File: src/rtl/bu2x_pkg.sv
// Shared types, constants and arithmetic helpers of the 2x bilinear upscaler.
package bu2x_pkg;

  localparam int MAX_WIDTH = 4096;
  localparam int COL_W = $clog2(MAX_WIDTH);
  localparam int ROW_W = 16;
  localparam int PIX_W = 8;
  localparam int SW_W = 13;
  localparam int SH_W = 16;
  localparam int CMP_W = (COL_W + 1 > SW_W) ? COL_W + 1 : SW_W;

  localparam int FIFO_DEPTH = 4;
  localparam int FIFO_AW = $clog2(FIFO_DEPTH);
  localparam int FIFO_CW = FIFO_AW + 1;

  localparam int ADDR_W = 3;
  localparam int DATA_W = 32;
  localparam int NBLK = 4;

  localparam logic REG_SRC_WIDTH = 1'b0;
  localparam logic REG_SRC_HEIGHT = 1'b1;

  localparam logic [SW_W-1:0] SRC_WIDTH_RST = SW_W'(1024);
  localparam logic [SH_W-1:0] SRC_HEIGHT_RST = SH_W'(1024);

  localparam logic [NBLK-1:0] BLK_UP_LEFT = 4'b0001;
  localparam logic [NBLK-1:0] BLK_UP_EDGE = 4'b0010;
  localparam logic [NBLK-1:0] BLK_ROW_LEFT = 4'b0100;
  localparam logic [NBLK-1:0] BLK_ROW_EDGE = 4'b1000;

  typedef struct packed {
    logic [COL_W-1:0] wm1;
    logic [ROW_W-1:0] hm1;
  } geom_t;

  typedef struct packed {
    logic [PIX_W-1:0] cur;
    logic [PIX_W-1:0] above;
    logic [PIX_W-1:0] left;
    logic [PIX_W-1:0] left_above;
    logic [COL_W-1:0] x;
    logic [ROW_W-1:0] y;
    logic [NBLK-1:0]  blk;
  } job_t;

  function automatic logic [PIX_W-1:0] avg2(input logic [PIX_W-1:0] a,
                                            input logic [PIX_W-1:0] b);
    logic [PIX_W+1:0] s;
    s = {2'b00, a} + {2'b00, b} + (PIX_W+2)'(1);
    return s[PIX_W:1];
  endfunction

  function automatic logic [PIX_W-1:0] avg4(input logic [PIX_W-1:0] a,
                                            input logic [PIX_W-1:0] b,
                                            input logic [PIX_W-1:0] c,
                                            input logic [PIX_W-1:0] d);
    logic [PIX_W+1:0] s;
    s = {2'b00, a} + {2'b00, b} + {2'b00, c} + {2'b00, d} + (PIX_W+2)'(2);
    return s[PIX_W+1:2];
  endfunction

endpackage

File: src/rtl/bu2x_fifo.sv
// Short job queue between the front end and the block emitter.
module bu2x_fifo (
  input  logic           clk,
  input  logic           rst_n,
  input  logic           push,
  input  bu2x_pkg::job_t push_job,
  output logic           push_ready,
  output logic           head_valid,
  output bu2x_pkg::job_t head_job,
  input  logic           pop
);

  bu2x_pkg::job_t entry_r [bu2x_pkg::FIFO_DEPTH];

  logic [bu2x_pkg::FIFO_AW-1:0] wr_ptr_r;
  logic [bu2x_pkg::FIFO_AW-1:0] rd_ptr_r;
  logic [bu2x_pkg::FIFO_CW-1:0] cnt_r;

  assign push_ready = cnt_r != bu2x_pkg::FIFO_CW'(bu2x_pkg::FIFO_DEPTH);
  assign head_valid = cnt_r != '0;
  assign head_job = entry_r[rd_ptr_r];

  always_ff @(posedge clk) begin
    if (push) begin
      entry_r[wr_ptr_r] <= push_job;
    end
  end

  always_ff @(posedge clk) begin
    if (!rst_n) begin
      wr_ptr_r <= '0;
      rd_ptr_r <= '0;
      cnt_r <= '0;
    end else begin
      if (push) begin
        wr_ptr_r <= wr_ptr_r + bu2x_pkg::FIFO_AW'(1);
      end
      if (pop) begin
        rd_ptr_r <= rd_ptr_r + bu2x_pkg::FIFO_AW'(1);
      end
      case ({push, pop})
        2'b10:   cnt_r <= cnt_r + bu2x_pkg::FIFO_CW'(1);
        2'b01:   cnt_r <= cnt_r - bu2x_pkg::FIFO_CW'(1);
        default: cnt_r <= cnt_r;
      endcase
    end
  end

endmodule

File: config.mk
export PLATFORM = sky130hd
export DESIGN_NAME = bu2x_fifo
export DESIGN_NICKNAME = d
export VERILOG_FILES = /design/src/rtl/bu2x_pkg.sv /design/src/rtl/bu2x_fifo.sv
export SDC_FILE = /design/constraint.sdc
export NUM_CORES = 1
export LEC_CHECK = 0
export BUFFER_PORTS_ARGS = -buffer_cell sky130_fd_sc_hd__buf_2
export CAP_MARGIN = 20
export CORE_MARGIN = 5
export CORE_UTILIZATION = 25
export DETAILED_ROUTE_END_ITERATION = 12
export SLEW_MARGIN = 20
export SYNTH_ARGS = -nofsm -noshare
export SYNTH_HDL_FRONTEND = slang
export SYNTH_SLANG_ARGS = --single-unit
File: constraint.sdc
create_clock -name clk -period 2.5 [get_ports clk]
set_clock_uncertainty 0.1 [all_clocks]
set_input_delay 0.25 -clock clk [delete_from_list [all_inputs] [get_ports clk]]
set_output_delay 0.25 -clock clk [all_outputs]
set_load 0.05 [all_outputs]
==> flow_summary.yaml <==
logic_synthesis:
  yosys_warnings: 0
  synth_nets: 454
  seq_area_frac_synth_pct: 80.6
  synth_seq_cells: 265
  synth_cells: 380
  avgSynthCellArea_sq_um: 25.7
  synth_area_sq_mm: 0.00976
  synth_cell_types: 21
route:
  drcViolationCount: 0
  ant_nets: 0
  routed-via-count: 4585
  drt_wl_total_microns: 20000
  viasPerCell: 3.99
  wl_per_cell_microns: 17.4
  first_pass_iters: 4
  drt_iter0_markers: 268
clocking:
  cts_buffers: 28
  cts.sinks: 265
  cts_tree: "yes"
  cts_htree_levels: 1
  clk_latency_ns: 0.53
  path_clk_slew_ns: 0.06
  cts-root-buf: "clkbuf_16"
  postCtsSetupBuffers: 0
  cts_buffer_depth: 3
sta:
  slew_headroom_pct: 73.2
  worstMarginPinSlew_ns: 0.403
  fin_crit_sh_pct: 94.5
  fin_crit_ns: 2.36
  setup-violations-final: 0
  rsz0062_at_grt: "false"
  hold_viol: 0
  tns_ns: 0
  drv_slew: 0
  clock.fmax_mhz: 423
  final.setup.worst_slack_ns: 0.137
floorplanning:
  ios: 134
  die_x_microns: 208
  die_h_microns: 208
  rows: 72
  core_sq_mm: 0.0386
  start_util_pct: 25.3
  die-area_sq_mm: 0.0431
final_layout:
  area_growth_pct: 30.9
  fillCellCount: 3663
  final_nets: 683
  final_common_cell: "edfxtp_1"
  final_cells: 1150
  design_area_sq_mm: 0.0128
  drive_gt1_share_pct: 40.2
  final_cell_mix: "edfxtp_1, buf_2, dlygate4sd3_1"
  multi_input_area_sq_mm: 0.00171
  regArea_sq_mm: 0.00788
global_route:
  antenna_found_initial: 3
  first_global_vias: 5102
  grt_first_pass_wirelength_microns: 30700
  gr-max-usage-layer: "met2"
  grt_max_degree: 41
  grtUsageTotal_pct: 9.06
  grt_use_met3_pct: 2.51
  grt_overflow: 0
  grt_use_met2_pct: 15.1
  grt_use_met1_pct: 11.6
critical_path:
  worstPathMaxFanout: 20
  crit_path_end_kind: "primary output"
  rrSetupSlack_ns: 0.84
  cp-start-kind: "flop"
  crit_type: "reg2out"
  path_cells: "buf_16 -> mux4_1 -> buf_4"
  crit_family: "multiplexers"
  max_stage_delay_ns: 0.59
  crit_required_ns: 2.15
  crit_slowest_cell: "mux4_1"
  cp.arrival_ns: 2.01
  crit_buf_inv: 2
placed_design:
  placed_cells: 1029
  gp_congestion: 0.659
  dp_hpwl_microns: 12300
  io_buffers: 133
  placed_area_sq_mm: 0.0112
  pre_cts_ws_ns: 0.568
power:
  power.density_mw_per_mm2: 845
  p_leak_uw: 0.00428
  vdd_drop_max_uv: 445
worst_hold_path:
  hp-class: "in2reg"
flow_run:
  timing.max_cap.violations: 0
status:
  outcome: "finished, final reports clean"
## final cells by class
class | instances | share of cell area (%)
inverter | 6 | 0.176
sequential | 265 | 61.7
antenna | 2 | 0.0392
clock inverter | 16 | 1.24
tap | 518 | 5.07
clock buffer | 35 | 5.86
timing repair buffer | 213 | 12.5
multi-input combinational | 95 | 13.4
## per-stage QoR
| step | hold WS, ns | util, % | total power [uW] |
|---|---|---|---|
| floorplan | 0.249 | - | 6340 |
| global placement | 0.367 | 28.9 | 6740 |
| detailed placement | 0.367 | 28.9 | 6760 |
| CTS | 0.319 | 33.0 | 11000 |
| global route | 0.344 | 33.0 | 11200 |
| finish | 0.367 | 33.1 | 10800 |
## routing by layer
| layer | vias up | wire length, microns |
|---|---|---|
| met1 | 2367 | 8560 |
| met3 | 35 | 1190 |
| met2 | 99 | 9850 |
| li1 | 2082 | - |
| met4 | 2 | 418 |
| met5 | - | 13 |
## cells in the mapped netlist
cell type / number / area (sq um)
a21boi_0: 1 / 7.51
and2_1: 10 / 62.6
buf_12: 6 / 120
buf_2: 6 / 30.0
buf_6: 1 / 11.3
clkbuf_2: 1 / 5.00
dfxtp_1: 9 / 180
edfxtp_1: 256 / 7690
fa_1: 1 / 20.0
ha_1: 5 / 62.6
inv_1: 6 / 22.5
mux2i_1: 1 / 10.0
mux4_1: 4 / 105
mux4_2: 60 / 1350
nand2_1: 2 / 7.51
nand3_1: 1 / 5.00
nor2b_1: 1 / 6.26
o21ai_0: 2 / 10.0
or3_1: 2 / 12.5
xnor2_1: 2 / 17.5
xor2_1: 3 / 26.3
## report_power, final
part | switching [uW] | internal (uW) | leakage [uW] | total [uW]
sequential | 64.2 | 5100 | 0.00243 | 5160
clock | 1630 | 2420 | 0.000441 | 4060
combinational | 1030 | 538 | 0.00141 | 1570
## final timing paths
path,start,endpoint,depth (start not counted)
worst max-delay path,flop,head_job[57],3
worst min-delay path,push_job[24],entry_r[0][24],2
worst max register to register,wr_ptr_r[0],entry_r[2][16],4
worst min register to register,cnt_r[2],cnt_r[2],2
## registers in the layout, indices dropped and copies added (netlist names), named ones only
register	cells
wr_ptr_r	2
rd_ptr_r	2
entry_r	256
cnt_r	3
## worst register-to-register path: cells and delay by family (launching register included)
kind                       cells  cell delay [ns]
adders and majority gates      1             0.14
and+or+nand+nor                1             0.39
DFF                            1             0.34
buffers and inverters          2             0.33
## repair_timing
| action | CTS | global route |
|---|---|---|
| cloned | 0 | 1 |
| setup endpoints to repair | 2 | 10 |
| endpoints found under the hold margin | 265 | 0 |
| resized for setup | 3 | 0 |
| hold buffers | 67 | 0 |
## logic make-up (layout without fill, tap and decap cells)
logic type | count (synthesis) | count (layout) | synth area share [%]
flip-flops | 265 | 265 | 80.6
XOR/XNOR | 5 | 5 | 0.449
other | 0 | 2 | 0
AO/OA/AOI/OAI | 3 | 3 | 0.179
adder cells (fa/ha/maj) | 6 | 6 | 0.846
buffers and inverters | 20 | 270 | 1.94
AND/OR/NAND/NOR | 16 | 16 | 0.961
multiplexers | 65 | 65 | 15.0
Power figures use the tool's default switching activity.
