**src/rtl/bu2x_pkg.sv**
```systemverilog
// Shared types, constants and arithmetic helpers of the 2x bilinear upscaler.
package bu2x_pkg;

  localparam int MAX_WIDTH = 4096;
  localparam int COL_W = $clog2(MAX_WIDTH);
  localparam int ROW_W = 16;
  localparam int PIX_W = 8;
  localparam int SW_W = 13;
  localparam int SH_W = 16;
  localparam int CMP_W = (COL_W + 1 > SW_W) ? COL_W + 1 : SW_W;

  localparam int FIFO_DEPTH = 4;
  localparam int FIFO_AW = $clog2(FIFO_DEPTH);
  localparam int FIFO_CW = FIFO_AW + 1;

  localparam int ADDR_W = 3;
  localparam int DATA_W = 32;
  localparam int NBLK = 4;

  localparam logic REG_SRC_WIDTH = 1'b0;
  localparam logic REG_SRC_HEIGHT = 1'b1;

  localparam logic [SW_W-1:0] SRC_WIDTH_RST = SW_W'(1024);
  localparam logic [SH_W-1:0] SRC_HEIGHT_RST = SH_W'(1024);

  localparam logic [NBLK-1:0] BLK_UP_LEFT = 4'b0001;
  localparam logic [NBLK-1:0] BLK_UP_EDGE = 4'b0010;
  localparam logic [NBLK-1:0] BLK_ROW_LEFT = 4'b0100;
  localparam logic [NBLK-1:0] BLK_ROW_EDGE = 4'b1000;

  typedef struct packed {
    logic [COL_W-1:0] wm1;
    logic [ROW_W-1:0] hm1;
  } geom_t;

  typedef struct packed {
    logic [PIX_W-1:0] cur;
    logic [PIX_W-1:0] above;
    logic [PIX_W-1:0] left;
    logic [PIX_W-1:0] left_above;
    logic [COL_W-1:0] x;
    logic [ROW_W-1:0] y;
    logic [NBLK-1:0]  blk;
  } job_t;

  function automatic logic [PIX_W-1:0] avg2(input logic [PIX_W-1:0] a,
                                            input logic [PIX_W-1:0] b);
    logic [PIX_W+1:0] s;
    s = {2'b00, a} + {2'b00, b} + (PIX_W+2)'(1);
    return s[PIX_W:1];
  endfunction

  function automatic logic [PIX_W-1:0] avg4(input logic [PIX_W-1:0] a,
                                            input logic [PIX_W-1:0] b,
                                            input logic [PIX_W-1:0] c,
                                            input logic [PIX_W-1:0] d);
    logic [PIX_W+1:0] s;
    s = {2'b00, a} + {2'b00, b} + {2'b00, c} + {2'b00, d} + (PIX_W+2)'(2);
    return s[PIX_W+1:2];
  endfunction

endpackage

```
**src/rtl/bu2x_if.sv**
```systemverilog


interface bu2x_blk_if;
  logic                       valid;
  logic                       ready;
  logic [bu2x_pkg::COL_W-1:0] block_x;
  logic [bu2x_pkg::ROW_W-1:0] block_y;
  logic [bu2x_pkg::PIX_W-1:0] out_top_left;
  logic [bu2x_pkg::PIX_W-1:0] out_top_right;
  logic [bu2x_pkg::PIX_W-1:0] out_bottom_left;
  logic [bu2x_pkg::PIX_W-1:0] out_bottom_right;
  logic                       last_of_item;
  logic                       frame_done;

  modport source (output valid, output block_x, output block_y, output out_top_left,
                  output out_top_right, output out_bottom_left,
                  output out_bottom_right, output last_of_item, output frame_done,
                  input ready);
  modport sink (input valid, input block_x, input block_y, input out_top_left,
                input out_top_right, input out_bottom_left, input out_bottom_right,
                input last_of_item, input frame_done, output ready);
endinterface

```
**src/rtl/bu2x_back.sv**
```systemverilog
// Back end: expands each job into its 2x2 blocks and holds them in the output register.
module bu2x_back (
  input  logic           clk,
  input  logic           rst_n,
  input  logic           head_valid,
  input  bu2x_pkg::job_t head_job,
  output logic           pop,
  bu2x_blk_if.source     out_ch
);

  logic [bu2x_pkg::NBLK-1:0] done_r;
  logic                      ov_r;
  logic [bu2x_pkg::COL_W-1:0] bx_r;
  logic [bu2x_pkg::ROW_W-1:0] by_r;
  logic [bu2x_pkg::PIX_W-1:0] tl_r;
  logic [bu2x_pkg::PIX_W-1:0] tr_r;
  logic [bu2x_pkg::PIX_W-1:0] bl_r;
  logic [bu2x_pkg::PIX_W-1:0] br_r;
  logic                       last_r;
  logic                       fdone_r;

  logic [bu2x_pkg::NBLK-1:0] rem;
  logic [bu2x_pkg::NBLK-1:0] sel;
  logic                      last;
  logic                      load;
  logic [bu2x_pkg::COL_W-1:0] bx;
  logic [bu2x_pkg::ROW_W-1:0] by;
  logic [bu2x_pkg::PIX_W-1:0] tl;
  logic [bu2x_pkg::PIX_W-1:0] tr;
  logic [bu2x_pkg::PIX_W-1:0] bl;
  logic [bu2x_pkg::PIX_W-1:0] br;
  logic                       fdone;

  assign rem = head_job.blk & ~done_r;
  assign sel = rem & (~rem + bu2x_pkg::NBLK'(1));
  assign last = (rem & ~sel) == '0;
  assign load = head_valid && (!ov_r || out_ch.ready);
  assign pop = load && last;

  always_comb begin
    fdone = 1'b0;
    case (sel)
      bu2x_pkg::BLK_UP_LEFT: begin
        bx = head_job.x - bu2x_pkg::COL_W'(1);
        by = head_job.y - bu2x_pkg::ROW_W'(1);
        tl = head_job.left_above;
        tr = head_job.above;
        bl = head_job.left;
        br = head_job.cur;
      end
      bu2x_pkg::BLK_UP_EDGE: begin
        bx = head_job.x;
        by = head_job.y - bu2x_pkg::ROW_W'(1);
        tl = head_job.above;
        tr = head_job.above;
        bl = head_job.cur;
        br = head_job.cur;
      end
      bu2x_pkg::BLK_ROW_LEFT: begin
        bx = head_job.x - bu2x_pkg::COL_W'(1);
        by = head_job.y;
        tl = head_job.left;
        tr = head_job.cur;
        bl = head_job.left;
        br = head_job.cur;
      end
      default: begin
        bx = head_job.x;
        by = head_job.y;
        tl = head_job.cur;
        tr = head_job.cur;
        bl = head_job.cur;
        br = head_job.cur;
        fdone = 1'b1;
      end
    endcase
  end

  always_ff @(posedge clk) begin
    if (load) begin
      bx_r <= bx;
      by_r <= by;
      tl_r <= tl;
      tr_r <= bu2x_pkg::avg2(tl, tr);
      bl_r <= bu2x_pkg::avg2(tl, bl);
      br_r <= bu2x_pkg::avg4(tl, tr, bl, br);
      last_r <= last;
      fdone_r <= fdone;
    end
  end

  always_ff @(posedge clk) begin
    if (!rst_n) begin
      ov_r <= 1'b0;
      done_r <= '0;
    end else begin
      if (load) begin
        ov_r <= 1'b1;
      end else if (out_ch.ready) begin
        ov_r <= 1'b0;
      end
      if (pop) begin
        done_r <= '0;
      end else if (load) begin
        done_r <= done_r | sel;
      end
    end
  end

  assign out_ch.valid = ov_r;
  assign out_ch.block_x = bx_r;
  assign out_ch.block_y = by_r;
  assign out_ch.out_top_left = tl_r;
  assign out_ch.out_top_right = tr_r;
  assign out_ch.out_bottom_left = bl_r;
  assign out_ch.out_bottom_right = br_r;
  assign out_ch.last_of_item = last_r;
  assign out_ch.frame_done = fdone_r;

  a_job_has_block: assert property (@(posedge clk) disable iff (!rst_n)
    head_valid |-> head_job.blk != '0)
    else $error("queued job carries no block");

  a_sel_onehot: assert property (@(posedge clk) disable iff (!rst_n)
    head_valid |-> $onehot(sel))
    else $error("block selection is not one-hot");

  a_done_is_last: assert property (@(posedge clk) disable iff (!rst_n)
    ov_r && fdone_r |-> last_r)
    else $error("frame end block is not the final block of its item");

  a_pop_clears: assert property (@(posedge clk) disable iff (!rst_n)
    pop |=> done_r == '0)
    else $error("emitted-block mask not cleared after pop");

endmodule
```
**src/flat_wrapper.sv**
```systemverilog
// flat-port wrapper written by rule: the top's interface ports become plain ports
module bu2x_back_flat 
  (clk, rst_n, head_valid, head_job, pop, out_ch_valid, out_ch_block_x, out_ch_block_y, out_ch_out_top_left, out_ch_out_top_right, out_ch_out_bottom_left, out_ch_out_bottom_right, out_ch_last_of_item, out_ch_frame_done, out_ch_ready);
  bu2x_blk_if out_ch_i ();
  input  logic clk;
  input  logic rst_n;
  input  logic head_valid;
  input  bu2x_pkg::job_t head_job;
  output logic pop;
  output wire logic [$bits(out_ch_i.valid)-1:0] out_ch_valid;
  output wire logic [$bits(out_ch_i.block_x)-1:0] out_ch_block_x;
  output wire logic [$bits(out_ch_i.block_y)-1:0] out_ch_block_y;
  output wire logic [$bits(out_ch_i.out_top_left)-1:0] out_ch_out_top_left;
  output wire logic [$bits(out_ch_i.out_top_right)-1:0] out_ch_out_top_right;
  output wire logic [$bits(out_ch_i.out_bottom_left)-1:0] out_ch_out_bottom_left;
  output wire logic [$bits(out_ch_i.out_bottom_right)-1:0] out_ch_out_bottom_right;
  output wire logic [$bits(out_ch_i.last_of_item)-1:0] out_ch_last_of_item;
  output wire logic [$bits(out_ch_i.frame_done)-1:0] out_ch_frame_done;
  input wire logic [$bits(out_ch_i.ready)-1:0] out_ch_ready;
  assign out_ch_valid = out_ch_i.valid;
  assign out_ch_block_x = out_ch_i.block_x;
  assign out_ch_block_y = out_ch_i.block_y;
  assign out_ch_out_top_left = out_ch_i.out_top_left;
  assign out_ch_out_top_right = out_ch_i.out_top_right;
  assign out_ch_out_bottom_left = out_ch_i.out_bottom_left;
  assign out_ch_out_bottom_right = out_ch_i.out_bottom_right;
  assign out_ch_last_of_item = out_ch_i.last_of_item;
  assign out_ch_frame_done = out_ch_i.frame_done;
  assign out_ch_i.ready = out_ch_ready;
  bu2x_back u_core (.clk(clk), .rst_n(rst_n), .head_valid(head_valid), .head_job(head_job), .pop(pop), .out_ch(out_ch_i));
endmodule
```
**config.mk**
```make
export PLATFORM = sky130hd
export DESIGN_NAME = bu2x_back_flat
export DESIGN_NICKNAME = d
export VERILOG_FILES = /design/src/rtl/bu2x_pkg.sv /design/src/rtl/bu2x_if.sv /design/src/rtl/bu2x_back.sv /design/src/flat_wrapper.sv
export SDC_FILE = /design/constraint.sdc
export NUM_CORES = 1
export LEC_CHECK = 0
export ABC_AREA = 1
export BUFFER_PORTS_ARGS = -buffer_cell sky130_fd_sc_hd__buf_2
export CORE_MARGIN = 5
export CORE_UTILIZATION = 40
export DETAILED_ROUTE_END_ITERATION = 16
export PLACE_DENSITY = 0.72
export SLEW_MARGIN = 15
export SYNTH_ARGS = -nofsm -noshare
export SYNTH_HDL_FRONTEND = slang
export SYNTH_SLANG_ARGS = --single-unit
export TNS_END_PERCENT = 50
```
**constraint.sdc**
```tcl
create_clock -name clk -period 4.3 [get_ports clk]
set_input_delay 0.215 -clock clk [delete_from_list [all_inputs] [get_ports clk]]
set_output_delay 0.215 -clock clk [all_outputs]
set_load 0.005 [all_outputs]
```
==> results_dict.tcl <==
set metrics [dict create \
    ys.flop_type "edfxtp_1" \
    ys_warn_count 0 \
    period_needed_ps 4140 \
    hp-class "input port to register" \
    rsz0062_at_grt "yes" \
    cts_hold_buf 0 \
    area_growth_pct 28.7 \
    drive_gt1_share_pct 36.9 \
    hpwl_mm 9.60 \
    startpoint_type "register" \
    grt_max_degree 46 \
    n_antenna_cell 0 \
    dr_wl_met2_mm 6.02 \
    cts_buffers 9 \
    p_leak_nw 2.86 \
    tightest_slew_ps 552 \
    maxCapViolCount 0 \
    first_iter_violations 275 \
    ir_worst_vdd_mv 0.237 \
    wl_mm 12.1 \
    async_reset_ff_share_pct 0 \
    grt_pass1_wl_mm 19.3 \
    yosysSeqAreaShare_pct 41.9 \
    vias 4035 \
    final_common_cell "buf_2" \
    wl_per_cell_um 15.2 \
    clk_pin_slew_ps 60 \
    place_congestion 0.878 \
    fp.dieArea_um2 14000 \
    period_share_pct 96.4 \
    ys_seq_elements 67 \
    root_buffer "clkbuf_16" \
    crit_type "register to register" \
    cts_tree "built" \
    hold_end "u_core.out_ch.valid" \
    whs_path_depth 2 \
    clock_sink_count 67 \
    num-nets-final 754 \
    cp_max_fo 8 \
    holdWs_ps 159 \
    htree_levels 3 \
    place_area_um2 5610 \
    grt_pass1_vias 4167 \
    reg2reg_slack_ps 160 \
    syn_nets 591 \
    synth_area_um2 4680 \
    setup_viol 0 \
    r2r-start "u_core.done_r[1]" \
    fin_setup_tns_ps 0 \
    crit_path_start "u_core.done_r[1]" \
    synth_cell_types 49 \
    min_from "rst_n" \
    routed.top_layer "met4" \
    syn_area_per_cell_um2 9.59 \
    met1Wirelength_mm 5.00 \
    antenna_found_initial 0 \
    via_per_inst 5.05 \
    final-hold-violation-count 0 \
    dr.pass1.iters 4 \
    clock_skew_ps 5.87 \
    io_pins 132 \
    postLayoutCellArea_um2 6030 \
    synth_edf_count 62 \
    max_freq_mhz 241 \
    gr-total-overflow 0 \
    io_buffer_count 131 \
    synthCells 488 \
    wl_met3_um 801 \
    rows 39 \
    slew_headroom_pct 63.2 \
    drv_slew 0 \
    outcome "completed" \
    most-common-layout-cells "buf_2, nand2_1, inv_1" \
    setup.worst_path.end_class "register" \
    drtAntennaViolNets 0 \
    required_ps 4370 \
    core_area_um2 11500 \
    grt.total_usage_pct 17.0 \
    die_h_um 118 \
    clock_latency_ps 330 \
    critical_path_arrival_ps 4220 \
    die_x_um 118 \
    r2r-end "u_core.out_ch.out_bottom_right[6]" \
    drc_errors 0 \
    cts_buffer_depth 2 \
    reg2reg_depth 24 \
    power.density_nw_per_um2 457 \
    nFillCells 1014 \
    start_util_pct 40.8 \
]
-- power by group --
group	internal (W)	switching [W]	leakage [nW]
logic	0.000498	0.000680	2.09
clock network	0.000384	0.000271	0.123
registers	0.000889	0.0000309	0.643
total	0.00177	0.000982	2.86
-- per-stage QoR --
step	instances	power [W]	utilization [%]	worst slack (ps)
detailed placement	775	0.00202	48.9	-58.5
finish	799	0.00275	52.6	156
CTS	791	0.00269	51.3	42.7
floorplan	488	0.00164	-	266
global placement	775	0.00199	48.9	121
global route	799	0.00294	52.6	-74.3
-- worst max-delay path, cell delays in order (launching register included) --
cell and delay [ps]:
dfxtp_2 350, inv_2 50, nand2_4 110, nand2_8 90, buf_4 150, inv_4 70, o21ai_0 80, a32oi_1 290
ha_2 380, a21oi_4 160, buf_4 140, nand3b_2 100, nand2_4 120, fa_1 440, inv_2 80, ha_4 210
nand2_1 60, nor2_1 40, a211oi_1 210, o21ai_1 170, nand2_1 170, inv_2 70, nor2_4 120, o21ai_1 70
xor2_1 160
-- cell families after synthesis --
| family | synth area share (%) |
|---|---|
| AO/OA/AOI/OAI | 9.03 |
| XOR/XNOR | 7.30 |
| adder cells (fa/ha/maj) | 10.6 |
| buffers and inverters | 6.84 |
| flip-flops | 41.9 |
| AND/OR/NAND/NOR | 24.3 |
-- cells in the mapped netlist (2+ instances only) --
library cell / n / area share (%)
nand2_1: 93 / 7.5
inv_1: 70 / 5.6
edfxtp_1: 62 / 40
nor2_1: 32 / 2.6
xor2_1: 29 / 5.4
ha_1: 27 / 7.2
o21ai_0: 23 / 2.5
a21oi_1: 17 / 1.8
nand3_1: 14 / 1.5
nand2_2: 10 / 1.3
xnor2_1: 10 / 1.9
fa_1: 8 / 3.4
nand2_4: 8 / 1.9
nand4_1: 7 / 0.94
a211oi_1: 5 / 0.80
dfxtp_1: 5 / 2.1
inv_2: 5 / 0.40
nor3_2: 5 / 1.1
a32oi_1: 4 / 0.75
nand3_4: 4 / 1.5
o21ai_1: 4 / 0.43
nand3b_1: 3 / 0.48
nor2_2: 3 / 0.40
nor2_8: 3 / 1.3
o21bai_1: 3 / 0.48
a21o_1: 2 / 0.32
a221oi_1: 2 / 0.37
clkbuf_1: 2 / 0.16
nand3_2: 2 / 0.43
nor2_4: 2 / 0.48
nor3_1: 2 / 0.21
nor3_4: 2 / 0.69
o21a_1: 2 / 0.32
o31ai_1: 2 / 0.32
or2_2: 2 / 0.27
-- state kept, by name (all words and copies together), names as in the netlist --
register and flops:
u_core.out_ch.last_of_item 1, u_core.out_ch.out_bottom_left 8, u_core.out_ch.out_top_left 8, u_core.out_ch.frame_done 1
u_core.out_ch.out_bottom_right 8, u_core.out_ch.block_x 12, u_core.out_ch.block_y 16, u_core.out_ch.out_top_right 8
u_core.out_ch.valid 1, u_core.done_r 4
-- repair_timing --
action	CTS	global route
pin swaps	0	11
hold endpoints to repair	0	0
setup endpoints to repair	2	5
setup buffers	0	8
gates cloned	0	0
resized for setup	3	23
-- metal layers --
layer  GRT usage (%)  vias to the layer above
li1                -                     1964
met1            20.0                     1897
met2            29.6                      150
met3            4.20                       24
met4            6.95                        0
met5               0                        -
-- final cells by class --
class | count | area [um2] | area share (%)
clock inverter | 6 | 32.5 | 0.540
sequential | 67 | 1960 | 32.6
timing repair buffer | 156 | 843 | 14.0
tap | 143 | 179 | 2.97
inverter | 75 | 287 | 4.75
clock buffer | 10 | 229 | 3.80
multi-input combinational | 342 | 2490 | 41.4
-- worst max path at each step --
stage                                        end  slack [ps]
2_1_floorplan  u_core.out_ch.out_bottom_right[6]         270
3_3_place_gp   u_core.out_ch.out_bottom_right[6]         120
3_5_place_dp   u_core.out_ch.out_bottom_right[6]         -60
4_1_cts        u_core.out_ch.out_bottom_right[6]          40
5_1_grt        u_core.out_ch.out_bottom_right[6]         -70
6_report       u_core.out_ch.out_bottom_right[6]         160
Power figures use the tool's default switching activity.
